`src/rtl/aspc_pkg.sv`:
```
// Shared types and constants for the adaptive signal phase controller.
`default_nettype none

package aspc_pkg;

	localparam int QUEUE_BITS   = 8;
	localparam int NUM_APPROACH = 4;
	localparam int DIR_W        = 2;
	localparam int ARRIVE_W     = 2;
	localparam int ALLOW_W      = 2;
	localparam int GREEN_W      = 6;
	localparam int QOUT_W       = 8;
	localparam int APB_DATA_W   = 32;
	localparam int APB_ADDR_W   = 3;

	// width of min_green + queue before the clamp
	localparam int GLEN_W = ((QUEUE_BITS > GREEN_W) ? QUEUE_BITS : GREEN_W) + 1;

	localparam logic [GREEN_W-1:0] MIN_GREEN_RESET = GREEN_W'(5);
	localparam logic [GREEN_W-1:0] MAX_GREEN_RESET = GREEN_W'(15);

	typedef logic [QUEUE_BITS-1:0] queue_t;
	typedef logic [GREEN_W-1:0]    green_t;

	typedef enum logic [DIR_W-1:0] {
		DIR_NORTH = 2'd0,
		DIR_EAST  = 2'd1,
		DIR_SOUTH = 2'd2,
		DIR_WEST  = 2'd3
	} dir_t;

	// register index, taken from paddr[2]
	typedef enum logic {
		REG_MIN_GREEN = 1'b0,
		REG_MAX_GREEN = 1'b1
	} reg_idx_t;

endpackage

`default_nettype wire

```
`src/rtl/aspc_if.sv`:
```
// Valid/ready channel interfaces for tick requests and phase results.
`default_nettype none

interface aspc_tick_if;
	logic                               valid;
	logic                               ready;
	logic [aspc_pkg::ARRIVE_W-1:0]      arrive_north;
	logic [aspc_pkg::ARRIVE_W-1:0]      arrive_east;
	logic [aspc_pkg::ARRIVE_W-1:0]      arrive_south;
	logic [aspc_pkg::ARRIVE_W-1:0]      arrive_west;
	logic [aspc_pkg::ALLOW_W-1:0]       depart_allow;

	modport source (
		output valid, arrive_north, arrive_east, arrive_south, arrive_west, depart_allow,
		input  ready
	);
	modport sink (
		input  valid, arrive_north, arrive_east, arrive_south, arrive_west, depart_allow,
		output ready
	);
endinterface

interface aspc_result_if;
	logic                               valid;
	logic                               ready;
	logic                               phase_start;
	logic [aspc_pkg::DIR_W-1:0]         green_dir;
	logic [aspc_pkg::GREEN_W-1:0]       green_len;
	logic [aspc_pkg::GREEN_W-1:0]       ticks_left;
	logic [aspc_pkg::ALLOW_W-1:0]       departed;
	logic [aspc_pkg::QOUT_W-1:0]        queue_north;
	logic [aspc_pkg::QOUT_W-1:0]        queue_east;
	logic [aspc_pkg::QOUT_W-1:0]        queue_south;
	logic [aspc_pkg::QOUT_W-1:0]        queue_west;

	modport source (
		output valid, phase_start, green_dir, green_len, ticks_left, departed,
		       queue_north, queue_east, queue_south, queue_west,
		input  ready
	);
	modport sink (
		input  valid, phase_start, green_dir, green_len, ticks_left, departed,
		       queue_north, queue_east, queue_south, queue_west,
		output ready
	);
endinterface

`default_nettype wire

```
`src/rtl/adaptive_signal_phase_controller_core.sv`:
```
// Adaptive signal phase controller: queue tracking, green selection and countdown.
//
// Usage:
//  - tick (sink): one request per intersection tick, carrying the arrivals on
//    the four approaches and the departure allowance for the green queue.
//  - result (source): one result per tick with the phase decision, the green
//    direction, phase length, ticks left, departures and all four queue lengths.
//  - APB port: min_green at 0x0, max_green at 0x4. Write only while idle.
//  - Results are registered: a request's result shows in the cycle after it
//    is taken. Throughput is one request per cycle unless the result stalls;
//    the queue and phase state update in the same cycle the request is taken,
//    so the next tick reads it at once. The result register is the only stage.
//  - tick.ready is low only while a result is held and result.ready is low;
//    the result then holds until taken, and no new request is accepted.
//  - Reset clears all queues and the phase counter, so the first tick opens
//    a green phase; min_green and max_green reset to 5 and 15.
`default_nettype none

module adaptive_signal_phase_controller_core (
	input  wire logic                             clk,
	input  wire logic                             arst_n,
	aspc_tick_if.sink                             tick,
	aspc_result_if.source                         result,
	input  wire logic                             psel,
	input  wire logic                             penable,
	input  wire logic                             pwrite,
	input  wire logic [aspc_pkg::APB_ADDR_W-1:0]  paddr,
	input  wire logic [aspc_pkg::APB_DATA_W-1:0]  pwdata,
	output logic      [aspc_pkg::APB_DATA_W-1:0]  prdata,
	output logic                                  pready
);

	localparam int NA = aspc_pkg::NUM_APPROACH;
	localparam int QB = aspc_pkg::QUEUE_BITS;
	localparam int GW = aspc_pkg::GREEN_W;
	localparam int LW = aspc_pkg::GLEN_W;

	// configuration
	aspc_pkg::green_t min_green_q, max_green_q;
	aspc_pkg::reg_idx_t reg_sel;
	logic cfg_wr;

	// state
	aspc_pkg::queue_t queue_q [NA];
	aspc_pkg::dir_t   cur_green_q;
	aspc_pkg::green_t phase_len_q;
	aspc_pkg::green_t remaining_q;

	// result register
	logic                              res_valid_s1;
	logic                              phase_start_s1;
	aspc_pkg::dir_t                    green_dir_s1;
	aspc_pkg::green_t                  green_len_s1;
	aspc_pkg::green_t                  ticks_left_s1;
	logic [aspc_pkg::ALLOW_W-1:0]      departed_s1;
	aspc_pkg::queue_t                  queue_s1 [NA];

	// next-state logic
	logic [aspc_pkg::ARRIVE_W-1:0] arrive [NA];
	logic [QB:0]                   sum [NA];
	aspc_pkg::queue_t              q_arr [NA];
	aspc_pkg::queue_t              q_next [NA];
	aspc_pkg::dir_t                best;
	logic [LW-1:0]                 base_len;
	aspc_pkg::green_t              new_len;
	aspc_pkg::queue_t              q_green;
	logic [aspc_pkg::ALLOW_W-1:0]  departed;
	logic                          deciding;
	logic                          in_fire;
	aspc_pkg::dir_t                dir_next;
	aspc_pkg::green_t              len_next;
	aspc_pkg::green_t              rem_next;

	// ---------------- APB ----------------
	assign pready  = 1'b1;
	assign reg_sel = aspc_pkg::reg_idx_t'(paddr[2]);
	assign cfg_wr  = psel && penable && pwrite;

	always_comb begin
		case (reg_sel)
			aspc_pkg::REG_MIN_GREEN: prdata = aspc_pkg::APB_DATA_W'(min_green_q);
			aspc_pkg::REG_MAX_GREEN: prdata = aspc_pkg::APB_DATA_W'(max_green_q);
			default:                 prdata = '0;
		endcase
	end

	always_ff @(posedge clk or negedge arst_n) begin
		if (!arst_n) begin
			min_green_q <= aspc_pkg::MIN_GREEN_RESET;
			max_green_q <= aspc_pkg::MAX_GREEN_RESET;
		end else if (cfg_wr) begin
			case (reg_sel)
				aspc_pkg::REG_MIN_GREEN: min_green_q <= pwdata[GW-1:0];
				aspc_pkg::REG_MAX_GREEN: max_green_q <= pwdata[GW-1:0];
				default: ;
			endcase
		end
	end

	// ---------------- handshake ----------------
	assign tick.ready = !res_valid_s1 || result.ready;
	assign in_fire    = tick.valid && tick.ready;

	// ---------------- tick update ----------------
	assign arrive[0] = tick.arrive_north;
	assign arrive[1] = tick.arrive_east;
	assign arrive[2] = tick.arrive_south;
	assign arrive[3] = tick.arrive_west;

	always_comb begin
		for (int d = 0; d < NA; d++) begin
			sum[d]   = {1'b0, queue_q[d]} + (QB+1)'(arrive[d]);
			q_arr[d] = sum[d][QB] ? {QB{1'b1}} : sum[d][QB-1:0];
		end
	end

	// longest queue, lowest index wins ties
	always_comb begin
		best = aspc_pkg::DIR_NORTH;
		for (int d = 1; d < NA; d++) begin
			if (q_arr[d] > q_arr[best])
				best = aspc_pkg::dir_t'(d);
		end
	end

	// base never falls below min_green, so only the upper clamp matters
	assign base_len = LW'(min_green_q) + LW'(q_arr[best]);
	assign new_len  = (base_len > LW'(max_green_q)) ? max_green_q : base_len[GW-1:0];

	assign deciding = (remaining_q == '0);
	assign q_green  = q_arr[cur_green_q];
	assign departed = (q_green < QB'(tick.depart_allow)) ? q_green[aspc_pkg::ALLOW_W-1:0]
	                                                     : tick.depart_allow;

	always_comb begin
		for (int d = 0; d < NA; d++) begin
			if (!deciding && (aspc_pkg::dir_t'(d) == cur_green_q))
				q_next[d] = q_arr[d] - QB'(departed);
			else
				q_next[d] = q_arr[d];
		end
		if (deciding) begin
			dir_next = best;
			len_next = new_len;
			rem_next = new_len;
		end else begin
			dir_next = cur_green_q;
			len_next = phase_len_q;
			rem_next = remaining_q - GW'(1);
		end
	end

	always_ff @(posedge clk or negedge arst_n) begin
		if (!arst_n) begin
			for (int d = 0; d < NA; d++)
				queue_q[d] <= '0;
			cur_green_q <= aspc_pkg::DIR_NORTH;
			phase_len_q <= '0;
			remaining_q <= '0;
		end else if (in_fire) begin
			for (int d = 0; d < NA; d++)
				queue_q[d] <= q_next[d];
			cur_green_q <= dir_next;
			phase_len_q <= len_next;
			remaining_q <= rem_next;
		end
	end

	// ---------------- result register ----------------
	always_ff @(posedge clk or negedge arst_n) begin
		if (!arst_n) begin
			res_valid_s1 <= 1'b0;
		end else if (tick.ready) begin
			res_valid_s1 <= tick.valid;
		end
	end

	always_ff @(posedge clk) begin
		if (in_fire) begin
			phase_start_s1 <= deciding;
			green_dir_s1   <= dir_next;
			green_len_s1   <= len_next;
			ticks_left_s1  <= rem_next;
			departed_s1    <= deciding ? '0 : departed;
			for (int d = 0; d < NA; d++)
				queue_s1[d] <= q_next[d];
		end
	end

	assign result.valid       = res_valid_s1;
	assign result.phase_start = phase_start_s1;
	assign result.green_dir   = green_dir_s1;
	assign result.green_len   = green_len_s1;
	assign result.ticks_left  = ticks_left_s1;
	assign result.departed    = departed_s1;
	assign result.queue_north = aspc_pkg::QOUT_W'(queue_s1[0]);
	assign result.queue_east  = aspc_pkg::QOUT_W'(queue_s1[1]);
	assign result.queue_south = aspc_pkg::QOUT_W'(queue_s1[2]);
	assign result.queue_west  = aspc_pkg::QOUT_W'(queue_s1[3]);

	// ---------------- assertions ----------------
	a_decide_starts: assert property (@(posedge clk) disable iff (!arst_n)
		in_fire && deciding |=> result.valid && result.phase_start)
		else $error("deciding tick did not start a phase");

	a_start_full: assert property (@(posedge clk) disable iff (!arst_n)
		result.valid && result.phase_start |-> result.ticks_left == result.green_len
		&& result.departed == '0)
		else $error("new phase not at full length");

	a_countdown: assert property (@(posedge clk) disable iff (!arst_n)
		in_fire && !deciding |=> result.ticks_left == $past(remaining_q) - GW'(1))
		else $error("phase countdown mismatch");

	a_no_overrun: assert property (@(posedge clk) disable iff (!arst_n)
		result.valid && !result.ready |-> !tick.ready)
		else $error("request taken while result stalled");

endmodule

`default_nettype wire

```
`src/flat_wrapper.sv`:
```
// flat-port wrapper written by rule: the top's interface ports become plain ports
module adaptive_signal_phase_controller_core_flat 
  (clk, arst_n, psel, penable, pwrite, paddr, pwdata, prdata, pready, tick_valid, tick_arrive_north, tick_arrive_east, tick_arrive_south, tick_arrive_west, tick_depart_allow, tick_ready, result_valid, result_phase_start, result_green_dir, result_green_len, result_ticks_left, result_departed, result_queue_north, result_queue_east, result_queue_south, result_queue_west, result_ready);
  aspc_tick_if tick_i ();
  aspc_result_if result_i ();
  input  wire logic clk;
  input  wire logic arst_n;
  input  wire logic psel;
  input  wire logic penable;
  input  wire logic pwrite;
  input  wire logic [aspc_pkg::APB_ADDR_W-1:0] paddr;
  input  wire logic [aspc_pkg::APB_DATA_W-1:0] pwdata;
  output logic      [aspc_pkg::APB_DATA_W-1:0] prdata;
  output logic pready;
  input wire logic [$bits(tick_i.valid)-1:0] tick_valid;
  input wire logic [$bits(tick_i.arrive_north)-1:0] tick_arrive_north;
  input wire logic [$bits(tick_i.arrive_east)-1:0] tick_arrive_east;
  input wire logic [$bits(tick_i.arrive_south)-1:0] tick_arrive_south;
  input wire logic [$bits(tick_i.arrive_west)-1:0] tick_arrive_west;
  input wire logic [$bits(tick_i.depart_allow)-1:0] tick_depart_allow;
  output wire logic [$bits(tick_i.ready)-1:0] tick_ready;
  output wire logic [$bits(result_i.valid)-1:0] result_valid;
  output wire logic [$bits(result_i.phase_start)-1:0] result_phase_start;
  output wire logic [$bits(result_i.green_dir)-1:0] result_green_dir;
  output wire logic [$bits(result_i.green_len)-1:0] result_green_len;
  output wire logic [$bits(result_i.ticks_left)-1:0] result_ticks_left;
  output wire logic [$bits(result_i.departed)-1:0] result_departed;
  output wire logic [$bits(result_i.queue_north)-1:0] result_queue_north;
  output wire logic [$bits(result_i.queue_east)-1:0] result_queue_east;
  output wire logic [$bits(result_i.queue_south)-1:0] result_queue_south;
  output wire logic [$bits(result_i.queue_west)-1:0] result_queue_west;
  input wire logic [$bits(result_i.ready)-1:0] result_ready;
  assign tick_i.valid = tick_valid;
  assign tick_i.arrive_north = tick_arrive_north;
  assign tick_i.arrive_east = tick_arrive_east;
  assign tick_i.arrive_south = tick_arrive_south;
  assign tick_i.arrive_west = tick_arrive_west;
  assign tick_i.depart_allow = tick_depart_allow;
  assign tick_ready = tick_i.ready;
  assign result_valid = result_i.valid;
  assign result_phase_start = result_i.phase_start;
  assign result_green_dir = result_i.green_dir;
  assign result_green_len = result_i.green_len;
  assign result_ticks_left = result_i.ticks_left;
  assign result_departed = result_i.departed;
  assign result_queue_north = result_i.queue_north;
  assign result_queue_east = result_i.queue_east;
  assign result_queue_south = result_i.queue_south;
  assign result_queue_west = result_i.queue_west;
  assign result_i.ready = result_ready;
  adaptive_signal_phase_controller_core u_core (.clk(clk), .arst_n(arst_n), .tick(tick_i), .result(result_i), .psel(psel), .penable(penable), .pwrite(pwrite), .paddr(paddr), .pwdata(pwdata), .prdata(prdata), .pready(pready));
endmodule
```
`config.mk`:
```
export PLATFORM = sky130hd
export DESIGN_NAME = adaptive_signal_phase_controller_core_flat
export DESIGN_NICKNAME = d
export VERILOG_FILES = /design/src/rtl/aspc_pkg.sv /design/src/rtl/aspc_if.sv /design/src/rtl/adaptive_signal_phase_controller_core.sv /design/src/flat_wrapper.sv
export SDC_FILE = /design/constraint.sdc
export NUM_CORES = 1
export LEC_CHECK = 0
export BUFFER_PORTS_ARGS = -buffer_cell sky130_fd_sc_hd__buf_2
export CAP_MARGIN = 20
export CORE_MARGIN = 2
export CORE_UTILIZATION = 43
export DETAILED_ROUTE_END_ITERATION = 7
export HOLD_SLACK_MARGIN = 0.06
export MAX_ROUTING_LAYER = met4
export PLACE_DENSITY = 0.63
export SKIP_LAST_GASP = 1
export SLEW_MARGIN = 0
export SYNTH_ARGS = -nofsm -noshare
export SYNTH_HDL_FRONTEND = slang
export SYNTH_SLANG_ARGS = --single-unit
export TNS_END_PERCENT = 20
```
`constraint.sdc`:
```
create_clock -name clk -period 15.4 [get_ports clk]
set_input_delay 0.77 -clock clk [delete_from_list [all_inputs] [get_ports clk]]
set_output_delay 0.77 -clock clk [all_outputs]
set_load 0.03 [all_outputs]
```
# [Word-level counts from Yosys, hierarchy flattened]
# Memories as Yosys holds them, arrays and structs flattened.
# Cells that the tools add are included.
[totals] word_cells=88 memories=1 ramBits=32 mem_bits_ro=0 register_bits=76 latchBits=0 output_inout_bits=84
[memory_table] memory="u_core.queue_s1" depth=4 width=8 read_ports=4 rd_ports_with_merged_regs=0 wr=4 line_no="adaptive_signal_phase_controller_core.sv:56" rtl="aspc_pkg::queue_t queue_s1 [NA];"
[classes] n_mul=0 n_reduce_logical=14 shifts=0 n_eq_ne=3 bitwise=5 n_mux=31 div=0 magnitude_cmp=9 addsub=10
[op_table] operator="$mux W8" count=16
[op_table] operator="$bmux W8 S2" count=4
[op_table] operator="$pmux W32 S2" count=1
[op_table] operator="$add A8 B2 Y9" count=4
[op_table] operator="$sub A8 B2 Y8" count=4
[op_table] operator="$gt A8 B8 Y1" count=3
[op_table] operator="$mux W6" count=3
[op_table] operator="$ge A3 B3 Y1 const B" count=4
[op_table] operator="$add A6 B8 Y9" count=1
[op_table] operator="$gt A9 B6 Y1" count=1
[op_table] operator="$not A2 Y3" count=3
[op_table] operator="$lt A8 B2 Y1" count=1
[op_table] operator="$mux W2" count=4
[op_table] operator="$logic_and A1 B1 Y1" count=7
[op_table] operator="$logic_not A6 Y1" count=1
[op_table] operator="$sub A6 B1 Y6 const B" count=1
[op_table] operator="$eq A2 B2 Y1 const A" count=2
[op_table] operator="$reduce_and A2 Y1" count=2
[op_table] operator="$mux W1" count=3
[op_table] operator="$not A1 Y3" count=1
[op_table] operator="$eq A1 B2 Y1 const A" count=1
[op_table] operator="$logic_not A1 Y1" count=2
[op_table] operator="$logic_not A2 Y1" count=1
[op_table] operator="$logic_or A1 B1 Y1" count=1
[op_table] operator="$not A1 Y1" count=1

# [Depth between registers and ports, before layout]
[logic_depth] depth_word=24 depth_mapped=48 ltp_nobuf=45

# [Worst setup path after synthesis]
# OpenSTA, ideal clock, no wires.
[synth_path] path_type="input port to flip-flop" from="input tick_arrive_north[0]" to="register u_core.green_len_s1[3] (netlist: u_core.result.green_len[3]), data pin" required_time_ns=15.130 n_path_buf=4 arrival_ns=9.299 cell_stages=47 path_slack_ns=5.831 cell_sequence="ha_1 -> inv_1 -> fa_1 -> nand3b_1 -> nor3_1 -> or2_2 -> clkbuf_1 -> inv_1 -> ha_1 -> nand4_1 -> o21ai_0 -> and2_0 -> clkbuf_1 -> clkbuf_1 -> nor2_1 -> a21oi_1 -> ha_1 -> nor2b_1 -> [... 11 more ...] -> and2_1 -> clkbuf_1 -> o221ai_1 -> o221a_2 -> ha_1 -> a21o_1 -> a21oi_1 -> o21bai_1 -> a21oi_1 -> xnor2_1 -> ha_1 -> a2111oi_0 -> o21ai_0 -> o21ai_0 -> o31ai_1 -> a21oi_2 -> mux2i_1 -> a21oi_1"
[synth_via] elab_chain_len=24
[synth_lines] item="from (decl)" line_no="flat_wrapper.sv:16" rtl="input wire logic [$bits(tick_i.arrive_north)-1:0] tick_arrive_north;"
[synth_lines] item="$add A8 B2 Y9 (*)" line_no="adaptive_signal_phase_controller_core.sv:112" rtl="sum[d] = {1'b0, queue_q[d]} + (QB+1)'(arrive[d]);"
[synth_lines] item="$mux W8 (*)" line_no="adaptive_signal_phase_controller_core.sv:113" rtl="q_arr[d] = sum[d][QB] ? {QB{1'b1}} : sum[d][QB-1:0];"
[synth_lines] item="$gt A8 B8 Y1" line_no="adaptive_signal_phase_controller_core.sv:121" rtl="if (q_arr[d] > q_arr[best])"
[synth_lines] item="$mux W1" line_no="adaptive_signal_phase_controller_core.sv:121"
[synth_lines] item="$not A1 Y3 (not written as such)" line_no="adaptive_signal_phase_controller_core.sv:121"
[synth_lines] item="$bmux W8 S2" line_no="adaptive_signal_phase_controller_core.sv:121"
[synth_lines] item="$mux W8 (not written as such) (2 in a row)" line_no="adaptive_signal_phase_controller_core.sv:121"
[synth_lines] item="$gt A8 B8 Y1" line_no="adaptive_signal_phase_controller_core.sv:121"
[synth_lines] item="[... 7 more ...]"
[synth_lines] item="$not A2 Y3 (not written as such)" line_no="adaptive_signal_phase_controller_core.sv:127" rtl="assign base_len = LW'(min_green_q) + LW'(q_arr[best]);"
[synth_lines] item="$bmux W8 S2 (*)" line_no="adaptive_signal_phase_controller_core.sv:127"
[synth_lines] item="$mux W8 (not written as such) (*) (2 in a row)" line_no="adaptive_signal_phase_controller_core.sv:127"
[synth_lines] item="$add A6 B8 Y9 (*)" line_no="adaptive_signal_phase_controller_core.sv:127"
[synth_lines] item="$gt A9 B6 Y1" line_no="adaptive_signal_phase_controller_core.sv:128" rtl="assign new_len = (base_len > LW'(max_green_q)) ? max_green_q : base_len[GW-1:0];"
[synth_lines] item="$mux W6 (*)" line_no="adaptive_signal_phase_controller_core.sv:128"
[synth_lines] item="$mux W6 (*)" line_no="adaptive_signal_phase_controller_core.sv:142" rtl="if (deciding) begin"
[synth_lines] item="net u_core.len_next[3]" line_no="adaptive_signal_phase_controller_core.sv:71" rtl="aspc_pkg::green_t len_next;"
[synth_lines] item="to (signal assigned)" line_no="adaptive_signal_phase_controller_core.sv:182" rtl="green_len_s1 <= len_next;"
[synth_lines] item="to (decl)" line_no="adaptive_signal_phase_controller_core.sv:53" rtl="aspc_pkg::green_t green_len_s1;"
# Mark *: on every way through the listed nets, which the timed path passes. The rest lies on a longest branch. The select of a mux whose other input is x is not followed.
# A chain may end at the register's enable or synchronous reset.

# [Worst setup path in the final report]
[layout_path] from="input tick_arrive_north[0]" to="register u_core.green_len_s1[2] (netlist: u_core.result.green_len[2]), data pin"
# The elaborated chain is that of the path after synthesis.

==> summary.txt <==
Hold buffers post-CTS = 0
Synth Area per Inst = 9.30 sq um
Final net count = 997
Post-route clock period utilization = 0.710
Post-CTS sizing = 0
Max Cap Viol = 0
Final design utilization = 0.485
Hold path depth = 2
Synthesis-to-finish area growth = 10.2%
Highest-delay cell along the critical path = and2_0
Dpl cell area = 0.00811 sq mm
CTS tree = built
Largest net degree at the start of global routing = 60
Clk pin slew, worst setup/hold paths = 0.07 ns
WP data required = 15.50 ns
Fill cell total of the finished layout = 1634
Area of the core = 0.0174 sq mm
H-Tree Depth = 3
Unrepaired setup endpoints after global routing = no
Antenna violations before repair = 0
Die area = 0.0188 sq mm
Drt drc = 0
Most used cell, CP = ha_1
Root Driver = clkbuf_16
Total grt overflow = 0
Fraction of layout cells with a size suffix above 1 = 0.174
Seq/Total Area, Yosys = 0.387
Vias in the first global route = 5581
Final worst path period need = 10.93 ns
Row count = 48
Routed WL per cell = 15.5 um
Slew at the pin with the worst max-slew slack = 1.03 ns
# IOs = 136
Critical Path Max Stage Delay = 0.84 ns
Post-layout instance area = 0.00842 sq mm
Ys flop type = dfrtp_1
Dpl hpwl = 12900 um
Status = completed
Critical path class = input port to flop
Iteration-0 DRC Markers = 397
Post-CTS Setup Inserts = 0
Final Hold Fails = 0
Starting Density = 0.440
Synth warnings = 0
R2R cell count = 42
Post-synth EDFFs = 49
Clk buf depth = 2
ANT cells = 0
Final Max Slew Viols = 0
Min-delay worst type = flop to flop
Post-route setup TNS = 0 ns
Kind of start point of the critical path = input port
GRT Util Overall = 0.199
Crit. End Element = flop
Vias/cell = 5.26
Distinct cells, synth = 77
Height of the die = 137 um
Clock sink count = 108
Drt first pass iters = 4
Crit Path Max Fanout = 21
Clock skew = 0.0153 ns
Setup-failing EPs final = 0
Synth Instances = 821
PortBufs = 80
Worst-Skew Late Latency = 0.37 ns
GP Congestion = 0.912
Total number of vias = 5853
CTS buffer count = 9
DIE WIDTH = 137 um
First-pass GRT wire length = 28300 um
Antenna-violating nets left = 0
WL final = 17200 um
Post-synth ARST share = 0.546
Slew headroom = 0.314
Max Clk Rate = 91.5 MHz
Mapped cell area = 0.00764 sq mm
FF+latch count, synth = 108
Crit path DAT = 11.03 ns
==> logic make-up after synthesis <==
kind of cell | Yosys count | synth area share
compound gates | 152 | 0.124
mux | 53 | 0.0786
simple gates | 292 | 0.184
xor+xnor | 38 | 0.0436
buf+inv | 113 | 0.0700
other cells | 2 | 0.000983
fa+ha+maj | 63 | 0.112
flops | 108 | 0.387
==> layout by cell type (no fill, tap or decap), types with 5 or more instances in the layout <==
| master | synthesis | layout |
|---|---|---|
| nand2_1 | 139 | 139 |
| buf_2 | 6 | 80 |
| ha_1 | 54 | 54 |
| dfrtp_1 | 53 | 53 |
| inv_1 | 52 | 51 |
| edfxtp_1 | 49 | 49 |
| a21oi_1 | 48 | 48 |
| nor2_1 | 42 | 42 |
| o21ai_0 | 41 | 41 |
| mux2_2 | 29 | 29 |
| conb_1 | 2 | 27 |
| xnor2_1 | 25 | 25 |
| mux2i_1 | 20 | 20 |
| nor3_1 | 18 | 18 |
| nand3_1 | 14 | 14 |
| nand4_1 | 13 | 13 |
| xor2_1 | 13 | 13 |
| nor2b_1 | 12 | 12 |
| fa_1 | 9 | 9 |
| clkbuf_16 | 0 | 9 |
| nand2b_1 | 8 | 8 |
| o21a_1 | 8 | 8 |
| o211ai_1 | 7 | 7 |
| nand3b_1 | 6 | 6 |
| dfstp_2 | 6 | 6 |
| or2_2 | 5 | 5 |
| and3_1 | 5 | 5 |
==> critical path: cells and delay by family <==
| family | cells | cell delay, ns |
|---|---|---|
| muxes | 2 | 0.99 |
| AOI/OAI and AO/OA | 18 | 3.53 |
| buffers and inverters | 5 | 0.54 |
| and+or+nand+nor | 9 | 2.48 |
| xor gates and xnor gates | 1 | 0.19 |
| adders and majority gates | 8 | 2.53 |
==> worst paths after layout <==
kind                                 startpoint                    endpoint  slack [ns]
min in group asynchronous                arst_n         u_core.result.valid        0.57
max                        tick_arrive_north[0]  u_core.result.green_len[2]        4.47
min reg2reg                   u_core.queue_q[0]           u_core.queue_q[0]        0.48
max reg2reg                  u_core.queue_q[24]  u_core.result.green_len[2]        4.61
max in group asynchronous                arst_n           u_core.queue_q[1]       14.30
min                           u_core.queue_q[0]           u_core.queue_q[0]        0.48
==> per-stage QoR <==
step,setup slack [ns],cells,hold slack (ns)
after floorplan,5.83,846,0.450
after CTS,4.62,1112,0.488
after global placement,4.42,1096,0.461
after detailed placement,4.25,1096,0.470
after global routing,3.57,1112,0.502
final,4.47,1112,0.482
==> final cells by class <==
cell class	instances	area, sq um	share of cell area
repair buffers	84	430	0.0511
inverters	54	204	0.0242
multi-input cells	625	4240	0.504
flip-flops and latches	108	2960	0.351
clock buffers	10	229	0.0272
clock inverters	6	77.6	0.00922
well taps	225	282	0.0334
==> routing by layer <==
layer	share of wire	track usage	vias to the layer above
met5	0	-	-
met4	0.026	0.0859	0
met3	0.040	0.0265	24
met2	0.46	0.301	134
met1	0.48	0.268	2742
li1	-	-	2953
==> flip-flops by register name (all words and copies together), names as in the netlist, 6 cells and up <==
register / cells
u_core.result.ticks_left: 6
u_core.result.green_len: 6
u_core.phase_len_q: 6
u_core.queue_q: 32
u_core.remaining_q: 6
u_core.max_green_q: 6
u_core.min_green_q: 6
u_core.queue_s1: 32
==> cells in the mapped netlist, drive strengths merged (9+ instances only) <==
cell    instances  share of area
edfxtp         49           0.19
buf            35          0.031
inv            53          0.026
mux2i          21          0.028
nand4          14          0.012
fa              9          0.024
ha             54          0.088
xor2           13          0.015
xnor2          25          0.029
mux2           30          0.045
a21oi          49          0.033
nand2         139          0.068
nor2           42          0.021
clkbuf         24          0.012
nor3           18          0.012
dfrtp          53           0.17
o21ai          44          0.029
nor2b          12         0.0098
nand3          15          0.010
Power is left out: the tool's default activity adds up to more than one toggle a clock period on the data nets, which glitch-free logic cannot reach.
